**config.mk**
```make
export PLATFORM = sky130hd
export DESIGN_NAME = ray_box_nearest_hit
export DESIGN_NICKNAME = d
export VERILOG_FILES = /design/src/sv/rbnh_pkg.sv /design/src/sv/rbnh_front.sv /design/src/sv/rbnh_queue.sv /design/src/sv/rbnh_div.sv /design/src/sv/rbnh_back.sv /design/src/sv/ray_box_nearest_hit.sv
export SDC_FILE = /design/constraint.sdc
export NUM_CORES = 2
export LEC_CHECK = 0
export BUFFER_PORTS_ARGS = -buffer_cell sky130_fd_sc_hd__buf_2
export CORE_ASPECT_RATIO = 1.75
export CORE_MARGIN = 1.5
export CORE_UTILIZATION = 35
export DETAILED_ROUTE_END_ITERATION = 16
export GPL_TIMING_DRIVEN = 0
export PLACE_DENSITY = 0.53
export SLEW_MARGIN = 20
export SYNTH_ARGS = -nofsm -noshare
export SYNTH_HDL_FRONTEND = slang
export SYNTH_SLANG_ARGS = --single-unit
export TNS_END_PERCENT = 5
```
**constraint.sdc**
```tcl
create_clock -name clk -period 15.05 [get_ports clk]
set_input_delay 3.01 -clock clk [delete_from_list [all_inputs] [get_ports clk]]
set_output_delay 3.01 -clock clk [all_outputs]
set_load 0.005 [all_outputs]
```
**src/sv/rbnh_pkg.sv**
```systemverilog
`timescale 1ns / 1ps
`default_nettype none
package rbnh_pkg;

  localparam int FRAC_BITS = 16;
  localparam int ID_BITS   = 20;
  localparam int VAL_W     = 32;
  localparam int SIZE_W    = 31;
  // Slab bound minus origin needs 34 signed bits; DIFF_W keeps 35.
  localparam int DIFF_W    = 35;
  localparam int NUM_W     = DIFF_W + FRAC_BITS;
  localparam int QDEPTH    = 2;
  localparam int QPTR_W    = $clog2(QDEPTH);
  localparam int IN_DATA_W  = 216;
  localparam int OUT_DATA_W = 56;

  localparam logic signed [VAL_W-1:0] S32_MAX = 32'sh7fff_ffff;
  localparam logic signed [VAL_W-1:0] S32_MIN = 32'sh8000_0000;
  localparam longint LIMIT_FULL = 64'sd10000 * (64'sd1 <<< FRAC_BITS);
  localparam logic signed [VAL_W-1:0] LIMIT =
      (LIMIT_FULL > 64'sd2147483647) ? S32_MAX : VAL_W'(LIMIT_FULL);

  // Configuration register indexes.
  localparam logic [2:0] CFG_ORIGIN_X = 3'd0;
  localparam logic [2:0] CFG_ORIGIN_Y = 3'd1;
  localparam logic [2:0] CFG_ORIGIN_Z = 3'd2;
  localparam logic [2:0] CFG_DIR_X    = 3'd3;
  localparam logic [2:0] CFG_DIR_Y    = 3'd4;
  localparam logic [2:0] CFG_DIR_Z    = 3'd5;

  // One classified box as handed from the front to the back.
  typedef struct packed {
    logic [2:0][DIFF_W-1:0] diff_lo;
    logic [2:0][DIFF_W-1:0] diff_hi;
    logic [ID_BITS-1:0]     box_id;
    logic                   last_box;
  } entry_t;

  typedef enum logic [1:0] {
    S_IDLE,
    S_AXIS,
    S_WAIT,
    S_DONE
  } back_state_t;

endpackage
`default_nettype wire

```
**src/sv/rbnh_front.sv**
```systemverilog
`timescale 1ns / 1ps
`default_nettype none
module rbnh_front (
  input  wire logic                              s_tvalid,
  output logic                                   s_tready,
  input  wire logic [rbnh_pkg::IN_DATA_W-1:0]    s_tdata,
  input  wire logic                              s_tlast,
  input  wire logic [2:0][rbnh_pkg::VAL_W-1:0]   origin,
  input  wire logic                              q_full,
  output logic                                   q_push,
  output rbnh_pkg::entry_t                       q_entry
);

  logic signed [rbnh_pkg::VAL_W-1:0]  center [3];
  logic        [rbnh_pkg::SIZE_W-1:0] size   [3];

  // Unpack the request fields.
  assign center[0] = s_tdata[31:0];
  assign center[1] = s_tdata[63:32];
  assign center[2] = s_tdata[95:64];
  assign size[0]   = s_tdata[126:96];
  assign size[1]   = s_tdata[157:127];
  assign size[2]   = s_tdata[188:158];

  assign s_tready = !q_full;
  assign q_push   = s_tvalid && !q_full;

  // Slab bounds relative to the ray origin, kept exact.
  always_comb begin
    logic signed [rbnh_pkg::DIFF_W-1:0] half;
    logic signed [rbnh_pkg::DIFF_W-1:0] ctr;
    logic signed [rbnh_pkg::DIFF_W-1:0] org;
    q_entry = '0;
    for (int a = 0; a < 3; a++) begin
      half = rbnh_pkg::DIFF_W'(size[a] >> 1);
      ctr  = rbnh_pkg::DIFF_W'(center[a]);
      org  = rbnh_pkg::DIFF_W'($signed(origin[a]));
      q_entry.diff_lo[a] = ctr - half - org;
      q_entry.diff_hi[a] = ctr + half - org;
    end
    q_entry.box_id   = s_tdata[208:189];
    q_entry.last_box = s_tlast;
  end

endmodule
`default_nettype wire

```
**src/sv/rbnh_queue.sv**
```systemverilog
`timescale 1ns / 1ps
`default_nettype none
module rbnh_queue (
  input  wire logic             clk,
  input  wire logic             rst,
  input  wire logic             push,
  input  wire rbnh_pkg::entry_t push_entry,
  input  wire logic             pop,
  output rbnh_pkg::entry_t      head,
  output logic                  full,
  output logic                  empty
);

  rbnh_pkg::entry_t                  slots [rbnh_pkg::QDEPTH];
  logic [rbnh_pkg::QPTR_W-1:0]       wr_ptr;
  logic [rbnh_pkg::QPTR_W-1:0]       rd_ptr;
  logic [rbnh_pkg::QPTR_W:0]         count;

  assign full  = (count == (rbnh_pkg::QPTR_W + 1)'(rbnh_pkg::QDEPTH));
  assign empty = (count == '0);
  assign head  = slots[rd_ptr];

  // Pointer and fill count.
  always_ff @(posedge clk) begin
    if (rst) begin
      wr_ptr <= '0;
      rd_ptr <= '0;
      count  <= '0;
    end else begin
      if (push) wr_ptr <= wr_ptr + 1'b1;
      if (pop)  rd_ptr <= rd_ptr + 1'b1;
      if (push && !pop)      count <= count + 1'b1;
      else if (pop && !push) count <= count - 1'b1;
    end
  end

  // Entry storage.
  always_ff @(posedge clk) begin
    if (push) slots[wr_ptr] <= push_entry;
  end

endmodule
`default_nettype wire

```
**src/sv/rbnh_div.sv**
```systemverilog
`timescale 1ns / 1ps
`default_nettype none
module rbnh_div (
  input  wire logic                                clk,
  input  wire logic                                rst,
  input  wire logic                                start,
  input  wire logic signed [rbnh_pkg::NUM_W-1:0]   num,
  input  wire logic signed [rbnh_pkg::VAL_W-1:0]   den,
  output logic                                     done,
  output logic signed [rbnh_pkg::VAL_W-1:0]        quot
);

  logic                         busy;
  logic [4:0]                   cnt;
  logic                         neg;
  logic                         ovf;
  logic [31:0]                  dmag;
  logic [31:0]                  rem;
  logic [31:0]                  nlow;
  logic [31:0]                  qmag;
  logic [rbnh_pkg::NUM_W-1:0]   nmag_in;
  logic [31:0]                  dmag_in;
  logic [32:0]                  rem_sh;
  logic                         ge;

  assign nmag_in = num[rbnh_pkg::NUM_W-1] ? rbnh_pkg::NUM_W'(-num) : rbnh_pkg::NUM_W'(num);
  assign dmag_in = den[31] ? 32'(-den) : 32'(den);
  assign rem_sh  = {rem, nlow[31]};
  assign ge      = rem_sh >= {1'b0, dmag};

  // Restoring division, one quotient bit a cycle; a quotient that cannot
  // fit in 32 bits is caught up front and saturated.
  always_ff @(posedge clk) begin
    if (rst) begin
      busy <= 1'b0;
      done <= 1'b0;
    end else begin
      done <= 1'b0;
      if (start) begin
        neg  <= num[rbnh_pkg::NUM_W-1] ^ den[31];
        dmag <= dmag_in;
        ovf  <= 64'(nmag_in) >= {dmag_in, 32'd0};
        rem  <= 32'(nmag_in >> 32);
        nlow <= nmag_in[31:0];
        qmag <= '0;
        cnt  <= 5'd31;
        if (64'(nmag_in) >= {dmag_in, 32'd0}) begin
          done <= 1'b1;
        end else begin
          busy <= 1'b1;
        end
      end else if (busy) begin
        rem  <= ge ? 32'(rem_sh - {1'b0, dmag}) : rem_sh[31:0];
        nlow <= {nlow[30:0], 1'b0};
        qmag <= {qmag[30:0], ge};
        if (cnt == '0) begin
          busy <= 1'b0;
          done <= 1'b1;
        end else begin
          cnt <= cnt - 1'b1;
        end
      end
    end
  end

  // Sign and saturation of the finished quotient.
  always_comb begin
    if (ovf) begin
      quot = neg ? rbnh_pkg::S32_MIN : rbnh_pkg::S32_MAX;
    end else if (neg) begin
      quot = (qmag > 32'h8000_0000) ? rbnh_pkg::S32_MIN : 32'(-qmag);
    end else begin
      quot = (qmag > 32'h7fff_ffff) ? rbnh_pkg::S32_MAX : qmag;
    end
  end

endmodule
`default_nettype wire

```
**src/sv/rbnh_back.sv**
```systemverilog
`timescale 1ns / 1ps
`default_nettype none
module rbnh_back (
  input  wire logic                                  clk,
  input  wire logic                                  rst,
  input  wire logic [2:0][rbnh_pkg::VAL_W-1:0]       dir,
  input  wire logic                                  q_empty,
  input  wire rbnh_pkg::entry_t                      q_head,
  output logic                                       q_pop,
  output logic                                       m_tvalid,
  input  wire logic                                  m_tready,
  output logic [rbnh_pkg::OUT_DATA_W-1:0]            m_tdata,
  output logic                                       m_tuser
);

  rbnh_pkg::back_state_t state, state_next;
  rbnh_pkg::entry_t      e, e_next;
  logic [1:0]            axis, axis_next;
  logic                  side, side_next;
  logic                  miss, miss_next;
  logic signed [31:0]    tmin, tmin_next;
  logic signed [31:0]    tmax, tmax_next;
  logic signed [31:0]    t1, t1_next;
  logic signed [31:0]    best_dist, best_dist_next;
  logic [rbnh_pkg::ID_BITS-1:0] best_id, best_id_next;
  logic                  found, found_next;
  logic                  emit;
  logic                  out_hit;
  logic [rbnh_pkg::ID_BITS-1:0] out_id;
  logic signed [31:0]    out_dist;

  logic                  div_start;
  logic                  div_done;
  logic signed [31:0]    div_q;
  logic signed [rbnh_pkg::DIFF_W-1:0] lo_cur;
  logic signed [rbnh_pkg::DIFF_W-1:0] hi_cur;
  logic signed [31:0]    dir_cur;
  logic signed [rbnh_pkg::NUM_W-1:0]  div_num;

  assign lo_cur  = e.diff_lo[axis];
  assign hi_cur  = e.diff_hi[axis];
  assign dir_cur = dir[axis];
  assign div_num = {(side ? hi_cur : lo_cur), {rbnh_pkg::FRAC_BITS{1'b0}}};

  rbnh_div u_div (
    .clk   (clk),
    .rst   (rst),
    .start (div_start),
    .num   (div_num),
    .den   (dir_cur),
    .done  (div_done),
    .quot  (div_q)
  );

  // State register and control.
  always_ff @(posedge clk) begin
    if (rst) begin
      state     <= rbnh_pkg::S_IDLE;
      found     <= 1'b0;
      best_dist <= rbnh_pkg::LIMIT;
      best_id   <= '0;
      m_tvalid  <= 1'b0;
    end else begin
      state     <= state_next;
      found     <= found_next;
      best_dist <= best_dist_next;
      best_id   <= best_id_next;
      if (emit)          m_tvalid <= 1'b1;
      else if (m_tready) m_tvalid <= 1'b0;
    end
  end

  // Working registers of the box in flight, and the result register.
  always_ff @(posedge clk) begin
    e    <= e_next;
    axis <= axis_next;
    side <= side_next;
    miss <= miss_next;
    tmin <= tmin_next;
    tmax <= tmax_next;
    t1   <= t1_next;
    if (emit) begin
      m_tuser <= out_hit;
      m_tdata <= {4'd0, out_dist, out_id};
    end
  end

  // Sequencer over axes and slab sides, then the nearest-hit update.
  always_comb begin
    logic signed [31:0] near_t;
    logic signed [31:0] far_t;
    logic               hit;
    logic               take;
    state_next     = state;
    e_next         = e;
    axis_next      = axis;
    side_next      = side;
    miss_next      = miss;
    tmin_next      = tmin;
    tmax_next      = tmax;
    t1_next        = t1;
    best_dist_next = best_dist;
    best_id_next   = best_id;
    found_next     = found;
    q_pop          = 1'b0;
    div_start      = 1'b0;
    emit           = 1'b0;
    near_t         = (t1 < div_q) ? t1 : div_q;
    far_t          = (t1 < div_q) ? div_q : t1;
    hit            = !miss && !(tmax < 0) && !(tmin > tmax);
    take           = hit && (tmin < best_dist);
    out_hit        = found || take;
    out_id         = take ? e.box_id : (found ? best_id : '0);
    out_dist       = take ? tmin : (found ? best_dist : '0);
    unique case (state)
      rbnh_pkg::S_IDLE: begin
        if (!q_empty) begin
          e_next     = q_head;
          q_pop      = 1'b1;
          tmin_next  = rbnh_pkg::S32_MIN;
          tmax_next  = rbnh_pkg::S32_MAX;
          miss_next  = 1'b0;
          axis_next  = 2'd0;
          side_next  = 1'b0;
          state_next = rbnh_pkg::S_AXIS;
        end
      end
      rbnh_pkg::S_AXIS: begin
        if (dir_cur == '0) begin
          // Ray parallel to this slab: the origin must lie within it.
          if (lo_cur > 0 || hi_cur < 0) miss_next = 1'b1;
          if (axis == 2'd2) state_next = rbnh_pkg::S_DONE;
          else axis_next = axis + 2'd1;
        end else begin
          div_start  = 1'b1;
          state_next = rbnh_pkg::S_WAIT;
        end
      end
      rbnh_pkg::S_WAIT: begin
        if (div_done) begin
          if (!side) begin
            t1_next    = div_q;
            side_next  = 1'b1;
            state_next = rbnh_pkg::S_AXIS;
          end else begin
            if (near_t > tmin) tmin_next = near_t;
            if (far_t < tmax)  tmax_next = far_t;
            side_next = 1'b0;
            if (axis == 2'd2) begin
              state_next = rbnh_pkg::S_DONE;
            end else begin
              axis_next  = axis + 2'd1;
              state_next = rbnh_pkg::S_AXIS;
            end
          end
        end
      end
      rbnh_pkg::S_DONE: begin
        if (!e.last_box) begin
          if (take) begin
            best_dist_next = tmin;
            best_id_next   = e.box_id;
            found_next     = 1'b1;
          end
          state_next = rbnh_pkg::S_IDLE;
        end else if (!m_tvalid || m_tready) begin
          // Last box of the pick: report and start afresh.
          emit           = 1'b1;
          best_dist_next = rbnh_pkg::LIMIT;
          best_id_next   = '0;
          found_next     = 1'b0;
          state_next     = rbnh_pkg::S_IDLE;
        end
      end
      default: state_next = rbnh_pkg::S_IDLE;
    endcase
  end

endmodule
`default_nettype wire

```
**src/sv/ray_box_nearest_hit.sv**
```systemverilog
`timescale 1ns / 1ps
`default_nettype none
// Nearest ray hit over a stream of axis-aligned boxes, slab method, signed
// Q16.16 throughout. Write the ray origin and direction through the
// configuration port while the block is idle, then stream boxes; the box
// marked with tlast closes a pick and yields one result (tuser = hit flag).
// For each axis with a non-zero direction, the box's two slab distances go
// one after the other through a single shared divider. A division is
// started, produces its quotient bit by bit, and its result is then taken;
// a quotient that is seen up front to saturate skips the bit steps. An
// axis with zero direction needs no division. Each box is first fetched
// from the queue and at the end checked against the nearest hit; the last
// box of a pick also waits while an earlier result is still held by the
// sink. A two-entry queue lets the input side take boxes while the back
// end is still dividing.
module ray_box_nearest_hit (
  input  wire logic                              clk,
  input  wire logic                              rst,
  input  wire logic                              cfg_wen,
  input  wire logic [2:0]                        cfg_index,
  input  wire logic [31:0]                       cfg_wdata,
  input  wire logic                              s_tvalid,
  output logic                                   s_tready,
  // center_x[31:0], center_y[63:32], center_z[95:64], size_x[126:96],
  // size_y[157:127], size_z[188:158], box_id[208:189], zero pad
  input  wire logic [rbnh_pkg::IN_DATA_W-1:0]    s_tdata,
  input  wire logic                              s_tlast,
  output logic                                   m_tvalid,
  input  wire logic                              m_tready,
  // nearest_id[19:0], nearest_distance[51:20], zero pad
  output logic [rbnh_pkg::OUT_DATA_W-1:0]        m_tdata,
  // hit_found[0]
  output logic                                   m_tuser
);

  logic [2:0][31:0]  origin;
  logic [2:0][31:0]  dir;
  logic              q_push;
  logic              q_pop;
  logic              q_full;
  logic              q_empty;
  rbnh_pkg::entry_t  q_entry;
  rbnh_pkg::entry_t  q_head;

  // Ray configuration registers.
  always_ff @(posedge clk) begin
    if (rst) begin
      origin <= '0;
      dir    <= '0;
    end else if (cfg_wen) begin
      case (cfg_index)
        rbnh_pkg::CFG_ORIGIN_X: origin[0] <= cfg_wdata;
        rbnh_pkg::CFG_ORIGIN_Y: origin[1] <= cfg_wdata;
        rbnh_pkg::CFG_ORIGIN_Z: origin[2] <= cfg_wdata;
        rbnh_pkg::CFG_DIR_X:    dir[0]    <= cfg_wdata;
        rbnh_pkg::CFG_DIR_Y:    dir[1]    <= cfg_wdata;
        rbnh_pkg::CFG_DIR_Z:    dir[2]    <= cfg_wdata;
        default: ;
      endcase
    end
  end

  rbnh_front u_front (
    .s_tvalid (s_tvalid),
    .s_tready (s_tready),
    .s_tdata  (s_tdata),
    .s_tlast  (s_tlast),
    .origin   (origin),
    .q_full   (q_full),
    .q_push   (q_push),
    .q_entry  (q_entry)
  );

  rbnh_queue u_queue (
    .clk        (clk),
    .rst        (rst),
    .push       (q_push),
    .push_entry (q_entry),
    .pop        (q_pop),
    .head       (q_head),
    .full       (q_full),
    .empty      (q_empty)
  );

  rbnh_back u_back (
    .clk      (clk),
    .rst      (rst),
    .dir      (dir),
    .q_empty  (q_empty),
    .q_head   (q_head),
    .q_pop    (q_pop),
    .m_tvalid (m_tvalid),
    .m_tready (m_tready),
    .m_tdata  (m_tdata),
    .m_tuser  (m_tuser)
  );

endmodule
`default_nettype wire

```
==> out/qor.yml <==
outcome:
  run_status: "finished, final reports clean"
logic_synthesis:
  synth-seq-area-share_pct: 47.7
  synth_cell_type_count: 93
  synth_flop_cell: "edfxtp_1"
  syn_inst: 6522
  synth-edff-count: 947
  syn-cell-area_mm2: 0.0702
  avgSynthCellArea_um2: 10.8
  yosysWarnings: 0
  synthArstFlopShare_pct: 0
  synth_seq_cells: 1201
placed_design:
  post-place-ws_ns: 4.95
  io_buffers: 300
  dp_cells: 9487
  gp_congestion: 0.999
  place_area_mm2: 0.0759
  dp_hpwl_mm: 191
clock_network:
  ctsHoldBuffers: 0
  cts.sinks: 1201
  numCtsBuffers: 119
  post_cts_buffers: 0
  h-tree-depth: 3
  cts-root-buf: "clkbuf_16"
  clkLatencyLatePin_ns: 0.77
  path_clk_slew_ns: 0.07
  cts_buffer_depth: 3
  cts_tree: "done"
  postCtsResizedCells: 0
sta:
  min_period_ns: 9.91
  tightest_slew_ns: 1.27
  period_share_pct: 65.8
  finalMaxSlewViolations: 0
  whs_ns: 0.455
  maxSlewHeadroom_pct: 13.0
  timing.final.ws_setup_ns: 5.14
  hold_viol: 0
  clock.fmax_ghz: 0.101
  setup_viol: 0
  rsz0062_at_grt: "false"
  skew_ns: 0.0815
worst_setup_path:
  regToRegSetupSlack_ns: 5.14
  reg2reg_depth: 28
  worstPathRequired_ns: 15.51
  path_max_fanout: 20
  critPathMaxStageDelay_ns: 0.94
  end_kind: "flip-flop"
  cp.arrival_ns: 10.36
  timing.rr.end: "u_back.tmin[14]"
  critPathLaunchType: "flip-flop"
  r2r-start: "u_back.u_div.qmag[0]"
  cp_common_cell: "ha_1"
  cp_slowest_cell: "o311ai_0"
  path_class: "reg -> reg"
global_routing:
  grt_pass1_wl_mm: 340
  grt_pass1_vias: 52400
  grt_max_degree: 97
  grt_use_total_pct: 22.9
  globalRouteOverflowTotal: 0
  antenna_found_initial: 23
route:
  routed_via_density: 5.19
  finalWirelength_mm: 237
  vias: 50400
  drc: 0
  postRouteAntennaNets: 0
  dr.pass1.iters: 5
  wire_per_inst_um: 24.4
  first_iter_violations: 2914
hold_path:
  hold_path_end: "dir[64]"
  min_path_cells: 2
  hp-start: "dir[64]"
  min_path_type: "reg -> reg"
floorplan:
  die_w_um: 342
  fp.coreArea_mm2: 0.200
  start_util_pct: 35.2
  die_area_mm2: 0.203
  die_h_um: 596
  io_pins: 316
  core.rowCount: 217
power:
  ir_drop_mv: 0.128
  p_leak_uw: 0.0314
  powerDensity_mw_per_mm2: 183
final_layout:
  utilization_pct: 40.1
  drive_gt1_share_pct: 13.0
  fin_cells: 9721
  syn2layout_area_growth_pct: 13.9
  design_area_mm2: 0.0800
  nets: 7856
flow_run:
  drv_cap: 0
-- Yosys cell counts (all sizes together), types with 44 or more instances --
cell type  instances  area, µm²
inv              755       2830
mux2             305       3430
nand2            673       2530
xor2              83        727
nor3             101        505
nand3            135        676
edfxtp           947      28400
o21a              68        510
ha               438       5480
fa               181       3620
a21oi            494       2480
clkbuf           191        717
buf               61        390
o21ai            246       1230
nor2b             71        444
dfxtp            254       5080
mux2i            136       1360
nand4             69        438
a21o             141       1060
and2              81        507
xnor2            168       1470
nor2             252        962
a211o             44        385
nand2b            69        432
-- power by group --
group	switching (µW)	internal (µW)	leakage, µW
Combinational	4080	2230	0.0186
Sequential	376	4790	0.0108
Clock	1400	1770	0.00201
Total	5860	8790	0.0314
-- worst max-delay path, delay by kind of cell, from the launching register on --
kind                     cells  cell delay (ns)
AO/OA/AOI/OAI                6             3.04
buffers and inverters        5             0.89
flip-flops                   1             0.43
AND/OR/NAND/NOR             13             3.91
adder cells (fa/ha/maj)      3             0.89
multiplexers                 1             0.36
-- metrics by stage --
step                       TNS, ns  total power (µW)
after global placement    -1358.55             11500
after floorplan                  0              9130
after CTS                        0             14700
after global routing             0             15400
after detailed placement         0             11500
final                            0             14600
-- placed cells by master, fill, tap and decap left out, types with 141 or more instances in the layout --
cell type    n
nor2_1     247
xnor2_1    168
inv_1      754
buf_2      321
mux2_2     273
o21ai_0    241
nand2_1    672
a21oi_1    492
a21o_1     141
ha_1       438
dfxtp_1    254
edfxtp_1   947
fa_1       181
clkbuf_1   202
-- cell families after synthesis --
group | synth area share [%]
compound gates | 12.4
xor+xnor | 3.13
fa+ha+maj | 13.0
buf+inv | 5.63
flops | 47.7
mux | 7.15
other cells | 0.00534
simple gates | 11.0
-- area by class of cell --
class | instances | area [µm²]
plain buffers | 252 | 1130
well taps | 2628 | 3290
diodes | 9 | 22.5
fillers | 19500 | 120000
flip-flops and latches | 1201 | 33500
repair buffers | 333 | 2230
clock inverters | 64 | 686
multi-input cells | 4315 | 32900
inverters | 758 | 2850
clock buffers | 161 | 3400
-- per-layer routing --
layer	GRT usage [%]	vias to the layer above	routed length [µm]
li1	-	24000	-
met1	23.1	24600	83400
met2	44.0	1307	127000
met3	2.35	518	8490
met4	14.9	8	17600
met5	0	-	46
-- worst max-delay path by stage --
| stage | start | endpoint | slack, ns | depth (start not counted) |
|---|---|---|---|---|
| 3_3_place_gp | s_tvalid | u_queue.slots[0][22] | -6.13 | 3 |
| 4_1_cts | u_back.u_div.qmag[0] | u_back.tmin[14] | 4.89 | 28 |
| 6_report | u_back.u_div.qmag[0] | u_back.tmin[14] | 5.14 | 28 |
| 5_1_grt | u_back.u_div.qmag[0] | u_back.tmax[24] | 4.84 | 31 |
| 2_1_floorplan | s_tvalid | u_queue.slots[0][0] | 1.81 | 2 |
| 3_5_place_dp | u_back.u_div.qmag[0] | u_back.tmin[14] | 4.95 | 28 |
-- registers in the layout (all words and copies together), names as in the netlist, 2 cells and up --
signal / flops
u_back.u_div.qmag: 32
u_back.u_div.cnt: 5
u_back.m_tdata: 52
u_back.e: 225
u_queue.count: 2
dir: 96
u_queue.slots: 450
u_back.u_div.nlow: 16
u_back.tmax: 32
u_back.u_div.dmag: 32
u_back.t1: 32
u_back.u_div.rem: 32
u_back.best_dist: 32
u_back.best_id: 20
u_back.state: 2
origin: 96
u_back.tmin: 32
u_back.axis: 2
No activity file was read; power rests on OpenSTA's default activity.
